==> config.mk <==
export PLATFORM = sky130hd
export DESIGN_NAME = sync_length_crc16_frame_parser_unit
export DESIGN_NICKNAME = d
export VERILOG_FILES = /design/src/hw/rtl/slcfp_pkg.sv /design/src/hw/rtl/slcfp_in_stage.sv /design/src/hw/rtl/slcfp_parser.sv /design/src/hw/rtl/sync_length_crc16_frame_parser_unit.sv
export SDC_FILE = /design/constraint.sdc
export NUM_CORES = 1
export LEC_CHECK = 0
export BUFFER_PORTS_ARGS = -buffer_cell sky130_fd_sc_hd__buf_4
export CORE_UTILIZATION = 45
export CTS_CLUSTER_SIZE = 8
export DETAILED_ROUTE_END_ITERATION = 12
export PLACE_DENSITY_LB_ADDON = 0.12
export SYNTH_ARGS = -nofsm -noshare
export SYNTH_HDL_FRONTEND = slang
export SYNTH_SLANG_ARGS = --single-unit
==> constraint.sdc <==
create_clock -name i_clk -period 3.76 [get_ports i_clk]
set_input_delay 0.752 -clock i_clk [delete_from_list [all_inputs] [get_ports i_clk]]
set_output_delay 0.752 -clock i_clk [all_outputs]
set_load 0.03 [all_outputs]
==> src/hw/rtl/slcfp_pkg.sv <==
// Shared types and constants for the sync/length/CRC16 frame parser.
package slcfp_pkg;

    localparam logic [7:0]  SYNC_FIRST_RST  = 8'hA5;
    localparam logic [7:0]  SYNC_SECOND_RST = 8'h5A;
    localparam logic [15:0] MAX_LENGTH_RST  = 16'd256;
    localparam logic [15:0] CRC_POLY        = 16'h1021;
    localparam logic [15:0] CRC_INIT        = 16'hFFFF;

    localparam logic [1:0] CFG_SYNC_FIRST  = 2'd0;
    localparam logic [1:0] CFG_SYNC_SECOND = 2'd1;
    localparam logic [1:0] CFG_MAX_LENGTH  = 2'd2;

    typedef enum logic [2:0] {
        EV_PAYLOAD  = 3'd0,
        EV_GOOD     = 3'd1,
        EV_BAD_CRC  = 3'd2,
        EV_TOO_LONG = 3'd3,
        EV_OVERFLOW = 3'd4
    } t_event;

    typedef struct packed {
        logic [7:0] rx_byte;
        logic       overflow;
    } t_item;

    typedef struct packed {
        logic [7:0]  sync_first;
        logic [7:0]  sync_second;
        logic [15:0] max_length;
    } t_cfg;

    typedef struct packed {
        t_event      event_res;
        logic [7:0]  frame_type;
        logic [7:0]  data_byte;
        logic [15:0] byte_index;
        logic [15:0] frame_length;
    } t_result;

endpackage

==> src/hw/rtl/slcfp_in_stage.sv <==
// Input register stage: captures one request per cycle and holds it under stall.
module slcfp_in_stage
    import slcfp_pkg::*;
(
    input  logic  i_clk,
    input  logic  i_rst_n,
    input  logic  i_valid,
    output logic  o_stall,
    input  t_item i_item,
    output logic  o_valid,
    output t_item o_item,
    input  logic  i_ready
);

    logic  r_valid;
    t_item r_item;

    assign o_stall = r_valid && !i_ready;
    assign o_valid = r_valid;
    assign o_item  = r_item;

    always_ff @(posedge i_clk) begin
        if (!i_rst_n) begin
            r_valid <= 1'b0;
        end else if (!o_stall) begin
            r_valid <= i_valid;
        end
        if (!o_stall && i_valid) begin
            r_item <= i_item;
        end
    end

endmodule

==> src/hw/rtl/slcfp_parser.sv <==
// Frame parser state machine, CRC16 update and result register.
module slcfp_parser
    import slcfp_pkg::*;
(
    input  logic    i_clk,
    input  logic    i_rst_n,
    input  t_cfg    i_cfg,
    input  logic    i_valid,
    input  t_item   i_item,
    output logic    o_ready,
    output logic    o_out_valid,
    input  logic    i_out_stall,
    output t_result o_res
);

    typedef enum logic [2:0] {
        PH_SYNC0, PH_SYNC1, PH_TYPE, PH_LEN_LO,
        PH_LEN_HI, PH_PAYLOAD, PH_CHK_LO, PH_CHK_HI
    } t_phase;

    function automatic logic [15:0] f_crc_byte(input logic [15:0] c, input logic [7:0] b);
        logic [15:0] v;
        v = c ^ {b, 8'h00};
        for (int k = 0; k < 8; k++) begin
            v = v[15] ? ({v[14:0], 1'b0} ^ CRC_POLY) : {v[14:0], 1'b0};
        end
        return v;
    endfunction

    t_phase      r_phase, n_phase;
    logic [7:0]  r_held_type, n_held_type;
    logic [15:0] r_held_length, n_held_length;
    logic [15:0] r_count, n_count;
    logic [15:0] r_crc, n_crc;
    logic [7:0]  r_chk_lo, n_chk_lo;
    logic        r_out_valid, n_emit;
    t_result     r_res, n_res;

    logic        advance;
    logic [7:0]  b;
    logic [15:0] len_full;
    logic [15:0] count_inc;
    t_phase      ph;

    assign o_ready     = !r_out_valid || !i_out_stall;
    assign advance     = i_valid && o_ready;
    assign o_out_valid = r_out_valid;
    assign o_res       = r_res;
    assign b           = i_item.rx_byte;
    assign len_full    = {b, r_held_length[7:0]};
    assign count_inc   = r_count + 16'd1;

    always_comb begin
        n_phase       = r_phase;
        n_held_type   = r_held_type;
        n_held_length = r_held_length;
        n_count       = r_count;
        n_crc         = r_crc;
        n_chk_lo      = r_chk_lo;
        n_emit        = 1'b0;
        n_res         = '{EV_PAYLOAD, r_held_type, 8'd0, 16'd0, r_held_length};
        ph            = r_phase;

        // overflow flushes the frame before the byte is parsed
        if (i_item.overflow) begin
            n_emit        = 1'b1;
            n_res         = '{EV_OVERFLOW, r_held_type, 8'd0, 16'd0, r_held_length};
            ph            = PH_SYNC0;
            n_held_length = 16'd0;
            n_count       = 16'd0;
        end

        case (ph)
            PH_SYNC0: begin
                n_phase = (b == i_cfg.sync_first) ? PH_SYNC1 : PH_SYNC0;
            end
            PH_SYNC1: begin
                n_phase = (b == i_cfg.sync_second) ? PH_TYPE : PH_SYNC0;
            end
            PH_TYPE: begin
                n_held_type = b;
                n_crc       = f_crc_byte(CRC_INIT, b);
                n_phase     = PH_LEN_LO;
            end
            PH_LEN_LO: begin
                n_held_length = {8'd0, b};
                n_crc         = f_crc_byte(r_crc, b);
                n_phase       = PH_LEN_HI;
            end
            PH_LEN_HI: begin
                n_crc   = f_crc_byte(r_crc, b);
                n_count = 16'd0;
                if (len_full > i_cfg.max_length) begin
                    n_emit        = 1'b1;
                    n_res         = '{EV_TOO_LONG, r_held_type, 8'd0, 16'd0, len_full};
                    n_held_length = 16'd0;
                    n_phase       = PH_SYNC0;
                end else begin
                    n_held_length = len_full;
                    n_phase       = (len_full == 16'd0) ? PH_CHK_LO : PH_PAYLOAD;
                end
            end
            PH_PAYLOAD: begin
                n_crc   = f_crc_byte(r_crc, b);
                n_emit  = 1'b1;
                n_res   = '{EV_PAYLOAD, r_held_type, b, r_count, r_held_length};
                n_count = count_inc;
                if (count_inc == r_held_length) begin
                    n_phase = PH_CHK_LO;
                end
            end
            PH_CHK_LO: begin
                n_chk_lo = b;
                n_phase  = PH_CHK_HI;
            end
            default: begin
                n_emit = 1'b1;
                if ({b, r_chk_lo} == r_crc) begin
                    n_res = '{EV_GOOD, r_held_type, 8'd0, 16'd0, r_held_length};
                end else begin
                    n_res = '{EV_BAD_CRC, r_held_type, 8'd0, 16'd0, r_held_length};
                end
                n_held_length = 16'd0;
                n_count       = 16'd0;
                n_phase       = PH_SYNC0;
            end
        endcase
    end

    always_ff @(posedge i_clk) begin
        if (!i_rst_n) begin
            r_phase       <= PH_SYNC0;
            r_held_type   <= 8'd0;
            r_held_length <= 16'd0;
            r_count       <= 16'd0;
            r_crc         <= CRC_INIT;
            r_chk_lo      <= 8'd0;
            r_out_valid   <= 1'b0;
        end else begin
            if (o_ready) begin
                r_out_valid <= advance && n_emit;
            end
            if (advance) begin
                r_phase       <= n_phase;
                r_held_type   <= n_held_type;
                r_held_length <= n_held_length;
                r_count       <= n_count;
                r_crc         <= n_crc;
                r_chk_lo      <= n_chk_lo;
            end
        end
        if (advance && n_emit) begin
            r_res <= n_res;
        end
    end

endmodule

==> src/hw/rtl/sync_length_crc16_frame_parser_unit.sv <==
// Top level of the sync/length/CRC16 frame parser with its config registers.
//
// Input channel: i_rx_byte and i_overflow, one request per cycle, taken
// when i_in_valid is high and o_in_stall is low. The parser hunts for two
// sync bytes, reads a type byte and a little-endian 16-bit length, then
// the payload and a little-endian CRC-16/CCITT-FALSE over type, length
// and payload.
// Output channel: one result register; a request yields zero or one
// result (payload byte, frame verdict, length error or overflow reset),
// taken when o_out_valid is high and i_out_stall is low.
// Path: a request is captured in the input register, and its result is
// written to the result register when the parser accepts it.
// Throughput: one request per cycle while the output is not stalled; the
// CRC byte update and phase decode are combinational.
// Stall: a stalled result holds; one more request is held in the input
// register, after which o_in_stall rises.
// Config: write i_cfg_data to register i_cfg_index (0 sync_first,
// 1 sync_second, 2 max_length) while idle; o_cfg_ready is always high.
// Reset: synchronous, active low; parser hunts the first sync byte,
// config returns to 0xA5, 0x5A, 256.
module sync_length_crc16_frame_parser_unit
    import slcfp_pkg::*;
(
    input  logic        i_clk,
    input  logic        i_rst_n,
    input  logic        i_in_valid,
    output logic        o_in_stall,
    input  logic [7:0]  i_rx_byte,
    input  logic        i_overflow,
    output logic        o_out_valid,
    input  logic        i_out_stall,
    output logic [2:0]  o_event_res,
    output logic [7:0]  o_frame_type,
    output logic [7:0]  o_data_byte,
    output logic [15:0] o_byte_index,
    output logic [15:0] o_frame_length,
    input  logic        i_cfg_valid,
    output logic        o_cfg_ready,
    input  logic [1:0]  i_cfg_index,
    input  logic [15:0] i_cfg_data
);

    t_cfg    r_cfg;
    t_item   in_item;
    t_item   st_item;
    logic    st_valid;
    logic    st_ready;
    t_result res;

    assign o_cfg_ready = 1'b1;

    always_ff @(posedge i_clk) begin
        if (!i_rst_n) begin
            r_cfg <= '{SYNC_FIRST_RST, SYNC_SECOND_RST, MAX_LENGTH_RST};
        end else if (i_cfg_valid) begin
            case (i_cfg_index)
                CFG_SYNC_FIRST:  r_cfg.sync_first  <= i_cfg_data[7:0];
                CFG_SYNC_SECOND: r_cfg.sync_second <= i_cfg_data[7:0];
                CFG_MAX_LENGTH:  r_cfg.max_length  <= i_cfg_data;
                default: ;
            endcase
        end
    end

    assign in_item = '{i_rx_byte, i_overflow};

    slcfp_in_stage u_in (
        .i_clk   (i_clk),
        .i_rst_n (i_rst_n),
        .i_valid (i_in_valid),
        .o_stall (o_in_stall),
        .i_item  (in_item),
        .o_valid (st_valid),
        .o_item  (st_item),
        .i_ready (st_ready)
    );

    slcfp_parser u_parser (
        .i_clk       (i_clk),
        .i_rst_n     (i_rst_n),
        .i_cfg       (r_cfg),
        .i_valid     (st_valid),
        .i_item      (st_item),
        .o_ready     (st_ready),
        .o_out_valid (o_out_valid),
        .i_out_stall (i_out_stall),
        .o_res       (res)
    );

    assign o_event_res    = res.event_res;
    assign o_frame_type   = res.frame_type;
    assign o_data_byte    = res.data_byte;
    assign o_byte_index   = res.byte_index;
    assign o_frame_length = res.frame_length;

endmodule

### Yosys cells after proc, flatten, opt, wreduce, memory -nomap -nowiden

Cells that the tools add are included.

| operators by class | value |
|---|---|
| add/subtract/negate cells | 1 |
| multiply operators | 0 |
| divide/modulo/power cells | 0 |
| $lt $le $gt $ge | 1 |
| eq/ne operators | 16 |
| shift-type cells | 0 |
| muxes and demuxes | 35 |
| bitwise logic cells | 18 |
| reduce and logical (&&, ||, !) cells | 26 |

Operator list:

| operator | number |
|---|---|
| two-way mux 13 bit | 16 |
| case mux 51 bit (3 select lines) | 1 |
| two-way mux 51 bit | 2 |
| case mux 16 bit (2 select lines) | 2 |
| two-way mux 50 bit | 1 |
| NOT 3 bit | 16 |
| case mux 16 bit (3 select lines) | 1 |
| == test 16 bit | 2 |
| two-way mux 16 bit | 2 |
| case mux 3 bit (7 select lines) | 1 |
| AND reduction 2 bit | 9 |
| adder 16 x 1 -> 16 bit, second input constant | 1 |
| == test 8 bit | 2 |
| > comparator 16 bit | 1 |
| logical NOT 16 bit | 1 |
| NOT 16 bit | 1 |
| bitwise XOR 16 bit | 1 |
| OR reduction 5 bit | 2 |
| == test 3 bit, second input constant | 3 |
| two-way mux 3 bit | 3 |
| != test 2 x 1 -> 1 bit, second input constant | 4 |
| == test 3 x 2 -> 1 bit, second input constant | 2 |
| logical AND 1 bit | 4 |
| logical NOT 1 bit | 4 |
| 12 further kinds | 15 |

| word-level totals | value |
|---|---|
| bits in registers | 161 |
| bits in latches | 0 |
| memory bits (writable) | 0 |
| memory bits (read-only) | 0 |
| input port bits | 32 |
| word-level logic and storage cells | 116 |
| memories | 0 |

### Longest topological paths before layout

| logic depth | value |
|---|---|
| word-level depth | 18 |
| depth in mapped cells | 10 |
| gate-level depth less buffers | 9 |

### Cells and area by module

Synthesis repeated with hierarchy kept, for this count alone.

| second synthesis, totals | value |
|---|---|
| cells, all modules | 823 |
| area total of the unflattened synthesis | 8077.7 um2 |

Modules (own cells, without submodules):

| module | times used | cells an instance | area an instance (um2) | seq. area each (um2) |
|---|---|---|---|---|
| slcfp_parser | 1 | 674 | 6439.9 | 2892.8 |
| sync_length_crc16_frame_parser_unit | 1 | 136 | 1320.0 | 640.6 |
| slcfp_in_stage | 1 | 13 | 317.8 | 290.3 |

### Least setup slack after synthesis

Ideal clock, no wire load.

| path | value |
|---|---|
| kind | flip-flop to flip-flop |
| start | register u_in.r_item, in the netlist u_in.o_item[8] |
| end | register u_parser.r_res, in the netlist u_parser.o_res[0] (enable) |
| data arrival time | 3398 ps |
| path slack | -50 ps |
| cell stages (with the launch flop) | 8 |
| buffers on the path | 1 |
| clock period less this slack | 3810 ps |
| cells stage by stage | edfxtp_1 ha_1 nand2_1 or4_4 a21o_4 a311oi_4 buf_6 o21a_1 |

| on the way | value |
|---|---|
| longest elaborated chain between the ends | 4 |

Ends and longest elaborated chain:

| element | line | text |
|---|---|---|
| start, declared | slcfp_in_stage.sv:16 | `t_item r_item;` |
| start signal, assigned | slcfp_in_stage.sv:29 | `r_item <= i_item;` |
| > comparator 16 bit | slcfp_parser.sv:93 | `if (len_full > i_cfg.max_length) begin` |
| two-way mux 1 bit | slcfp_parser.sv:93 |  |
| case mux 1 bit (2 select lines) | slcfp_parser.sv:73 | `case (ph)` |
| logical AND 1 bit | slcfp_parser.sv:152 | `if (advance && n_emit) begin` |
| end signal, assigned | slcfp_parser.sv:153 | `r_res <= n_res;` |
| end, declared | slcfp_parser.sv:37 | `t_result r_res, n_res;` |

Every way passes these cells.
A chain may end at the register's enable or synchronous reset.

==> impl_summary.log <==
[metrics] status: completed
[metrics] post-synthesis net count: 855
[metrics] PnR Total Power: 3.87 mW
[metrics] initial standard-cell utilization of the core: 0.462
[metrics] Hold-fix buffers, CTS: 0
[metrics] clock network latency to the later pin of the worst-skew pair: 0.43 ns
[metrics] share of the cycle needed by the critical path after routing: 0.762
[metrics] kind of end point of the critical path: flip-flop
[metrics] count of flip-flops with a built-in enable after synthesis: 60
[metrics] TritonCTS clock tree: built
[metrics] aggregate global-route resource usage: 0.213
[metrics] RD Place Congestion: 0.841
[metrics] worst max-slew margin expressed relative to the limit: 0.341
[metrics] hold path startpoint: u_parser.r_held_type[6]
[metrics] Layout Area Growth over Synthesis: 16.3%
[metrics] number of primary I/O pins: 86
[metrics] area of the multi-input gates: 0.00380 mm²
[metrics] fraction of power consumed by sequential logic: 0.483
[metrics] Clk network pwr share: 0.436
[metrics] number of rows created at floorplan: 48
[metrics] Reg2Reg Launch Point: u_in.o_item[1]
[metrics] CTS sink cnt: 161
[metrics] first drt pass iteration count: 5
[metrics] Setup CP Type: reg2reg
[metrics] per-cell routed wire length: 16.9 µm
[metrics] Switch Pwr: 0.922 mW
[metrics] largest net degree at the start of global routing: 102
[metrics] multiplexer area fraction after synthesis: 0.0369
[metrics] flop and latch count out of synthesis: 161
[metrics] Comb pwr share: 0.081
[metrics] flip-flop cell with the highest count after synthesis: dfxtp_1
[metrics] via count of the first global-routing pass: 5786
[metrics] count of maximum capacitance violations: 0
[metrics] Total Die Area: 0.0183 mm²
[metrics] Die W: 135 µm
[metrics] mean number of vias per cell: 5.40
[metrics] largest family of logic cells by synthesized area: simple AND/OR/NAND/NOR gates
[metrics] Hold WC Path Type: reg2reg
[metrics] Die Ht: 135 µm
[metrics] Yosys warning count: 0
[metrics] Core Footprint: 0.0173 mm²
[metrics] wire length of the first global-routing pass: 29900 µm
[metrics] minimum clock period: 2.86 ns
[metrics] Total Neg Setup Slack: 0 ns
[metrics] share of layout cells above drive strength 1: 0.166
[metrics] count of distinct cell types in the synthesized netlist: 65
[metrics] clock-pin transition on the worst setup and hold timing paths: 0.06 ns
[metrics] average footprint of a synthesized cell: 9.92 µm²
[metrics] number of resized instances in the post-cts repair step: 0
[metrics] worst path setup slack after routing: 0.896 ns
[metrics] peak supply drop: 291 µV
[metrics] ranking of synthesized cells by area: dfxtp_1, edfxtp_1, xnor2_1
[metrics] post-synthesis compound-gate area fraction: 0.124
[metrics] H-Tree Level Count: 4
[metrics] standard cell area after detailed placement: 0.00873 mm²
[metrics] Power per Cell Area: 416 mW/mm²
[metrics] sequential fraction of the synthesis area: 0.478
[metrics] dpl ws: 0.821 ns
[metrics] post-route design area: 0.00930 mm²
[metrics] Sequential cell area: 0.00382 mm²
[metrics] Simple-Gate Fraction of Synth Area: 0.184
[metrics] fraction of power spent switching nets: 0.238
[metrics] launch point of the critical path: u_in.o_item[1]
[metrics] post-synthesis instance area: 0.00800 mm²
[metrics] share of Yosys cell area claimed by the top area cell type: 0.253
[metrics] Total Routed Length: 18700 µm
[metrics] transition at the pin with the smallest max-transition slack: 0.989 ns
[metrics] Antenna diodes: 0
[metrics] number of max-slew violations in the final report: 0
[metrics] synthesized-area fraction occupied by adder cells: 0.0266
[metrics] cell taking the most area after synthesis: dfxtp_1
[metrics] ys async rst share: 0
[metrics] number of failing hold endpoints at the final stage: 0
[metrics] root buffer cell: clkbuf_16
[metrics] Arr. time, crit path: 3.04 ns
[metrics] antenna viol nets, final: 0
[metrics] antenna violations before repair: 0
[metrics] data required time at the worst endpoint: 3.93 ns
[metrics] HPWL after DPL: 12800 µm
[metrics] leading cell types in the layout, fill and taps excluded: dfxtp_1, buf_4, nand2_1, xnor2_1, edfxtp_1
[metrics] leakage power: 3.49 nW
[metrics] most frequent standard cell in the layout excluding fill and tap cells: dfxtp_1
[metrics] total of fill cells in the finished design: 1575
[metrics] final layout net count: 915
[metrics] setup repair after global routing missed its margin: false
[metrics] gate count after technology mapping: 806
[metrics] global-route congestion overflow total: 0
[metrics] Startpoint Class: flip-flop
[metrics] Util after Layout: 0.538
[metrics] drt initial violations: 325
[metrics] peak fanout along the critical path: 15
[metrics] setup bufs post-CTS: 0
[metrics] buffer depth of the longest clock path: 2
[metrics] skew final: 0.00846 ns
[metrics] via count of the routed design: 5965
[metrics] xor and xnor fraction of the mapped netlist area: 0.102
[metrics] count of unresolved DRC violations after routing: 0
[metrics] Num CTS Buffers: 17
[metrics] IO buf count: 84
[metrics] Pint: 2.95 mW
[metrics] achievable frequency: 349 MHz
[metrics] Setup violations, final: 0
==> power groups by stage <==
stage               Sequential (mW)  Combinational (mW)  Clock, mW
detailed placement             1.91               0.316          0
global route                   1.87               0.343       1.78
floorplan                      1.93               0.182          0
CTS                            1.87               0.318       1.71
global placement               1.91               0.311          0
finish                         1.87               0.315       1.69
==> logic make-up after synthesis <==
group | count (synthesis)
AO/OA/AOI/OAI | 138
XOR/XNOR | 93
adder cells (fa/ha/maj) | 17
buffers and inverters | 79
flip-flops | 161
multiplexers | 29
other | 1
AND/OR/NAND/NOR | 288
==> layout make-up <==
| cell class | instances | area share |
|---|---|---|
| clock buffer | 20 | 0.0470 |
| multi-input combinational | 566 | 0.409 |
| tap | 225 | 0.0303 |
| inverter | 23 | 0.00928 |
| clock inverter | 12 | 0.0141 |
| timing repair buffer | 97 | 0.0796 |
| sequential | 161 | 0.411 |
==> final timing paths <==
kind                             end  slack [ns]  cells after the start
hold / removal    u_parser.o_res[46]        0.44                      0
setup reg to reg   u_parser.o_res[9]        0.90                      8
hold reg to reg   u_parser.o_res[46]        0.44                      0
setup / recovery   u_parser.o_res[9]        0.90                      8
==> worst max-delay path: stages (launching register included) <==
cell      delay, ns
edfxtp_1       0.36
buf_4          0.21
ha_1           0.29
nand4_1        0.11
or4_4          0.53
a21o_4         0.22
a311oi_4       0.26
buf_4          0.25
mux2_2         0.36
==> routing by layer <==
metal / share of wire / GRT usage
met5: 0 / 0
met4: 0.014 / 0.0811
met3: 0.048 / 0.0385
met2: 0.48 / 0.357
met1: 0.45 / 0.274
==> cells in the mapped netlist, types with 3 or more instances <==
cell,count
dfxtp_1,101
nand2_1,95
xnor2_1,71
edfxtp_1,60
a21boi_0,40
clkbuf_1,36
nor2_1,35
nor2b_1,34
o21ai_0,28
nand3_1,26
and2_1,25
mux2i_1,25
inv_1,23
xor2_1,22
nand4_1,19
ha_1,17
o211ai_1,17
a21oi_1,12
nor4_1,10
a22oi_1,9
buf_2,9
or3_1,8
nor3_1,6
and3_1,5
clkbuf_8,5
nand2b_1,5
o21a_1,5
a31oi_1,4
buf_4,4
mux2_2,4
and4_1,3
==> per-stage QoR <==
step                std cells  hold WS, ns
finish                   1104        0.436
global route             1104        0.455
CTS                      1104        0.438
detailed placement       1072        0.424
global placement         1072        0.422
floorplan                 806        0.408
==> registers in the layout, summed over array words and instances, names as in the netlist <==
signal                  flops
u_parser.o_res             51
r_cfg                      32
u_parser.r_count           16
u_parser.r_crc             16
u_parser.r_held_length     16
u_in.o_item                 9
u_parser.r_chk_lo           8
u_parser.r_held_type        8
u_parser.r_phase            3
u_in.o_valid                1
u_parser.o_out_valid        1
Power figures use the tool's default switching activity.
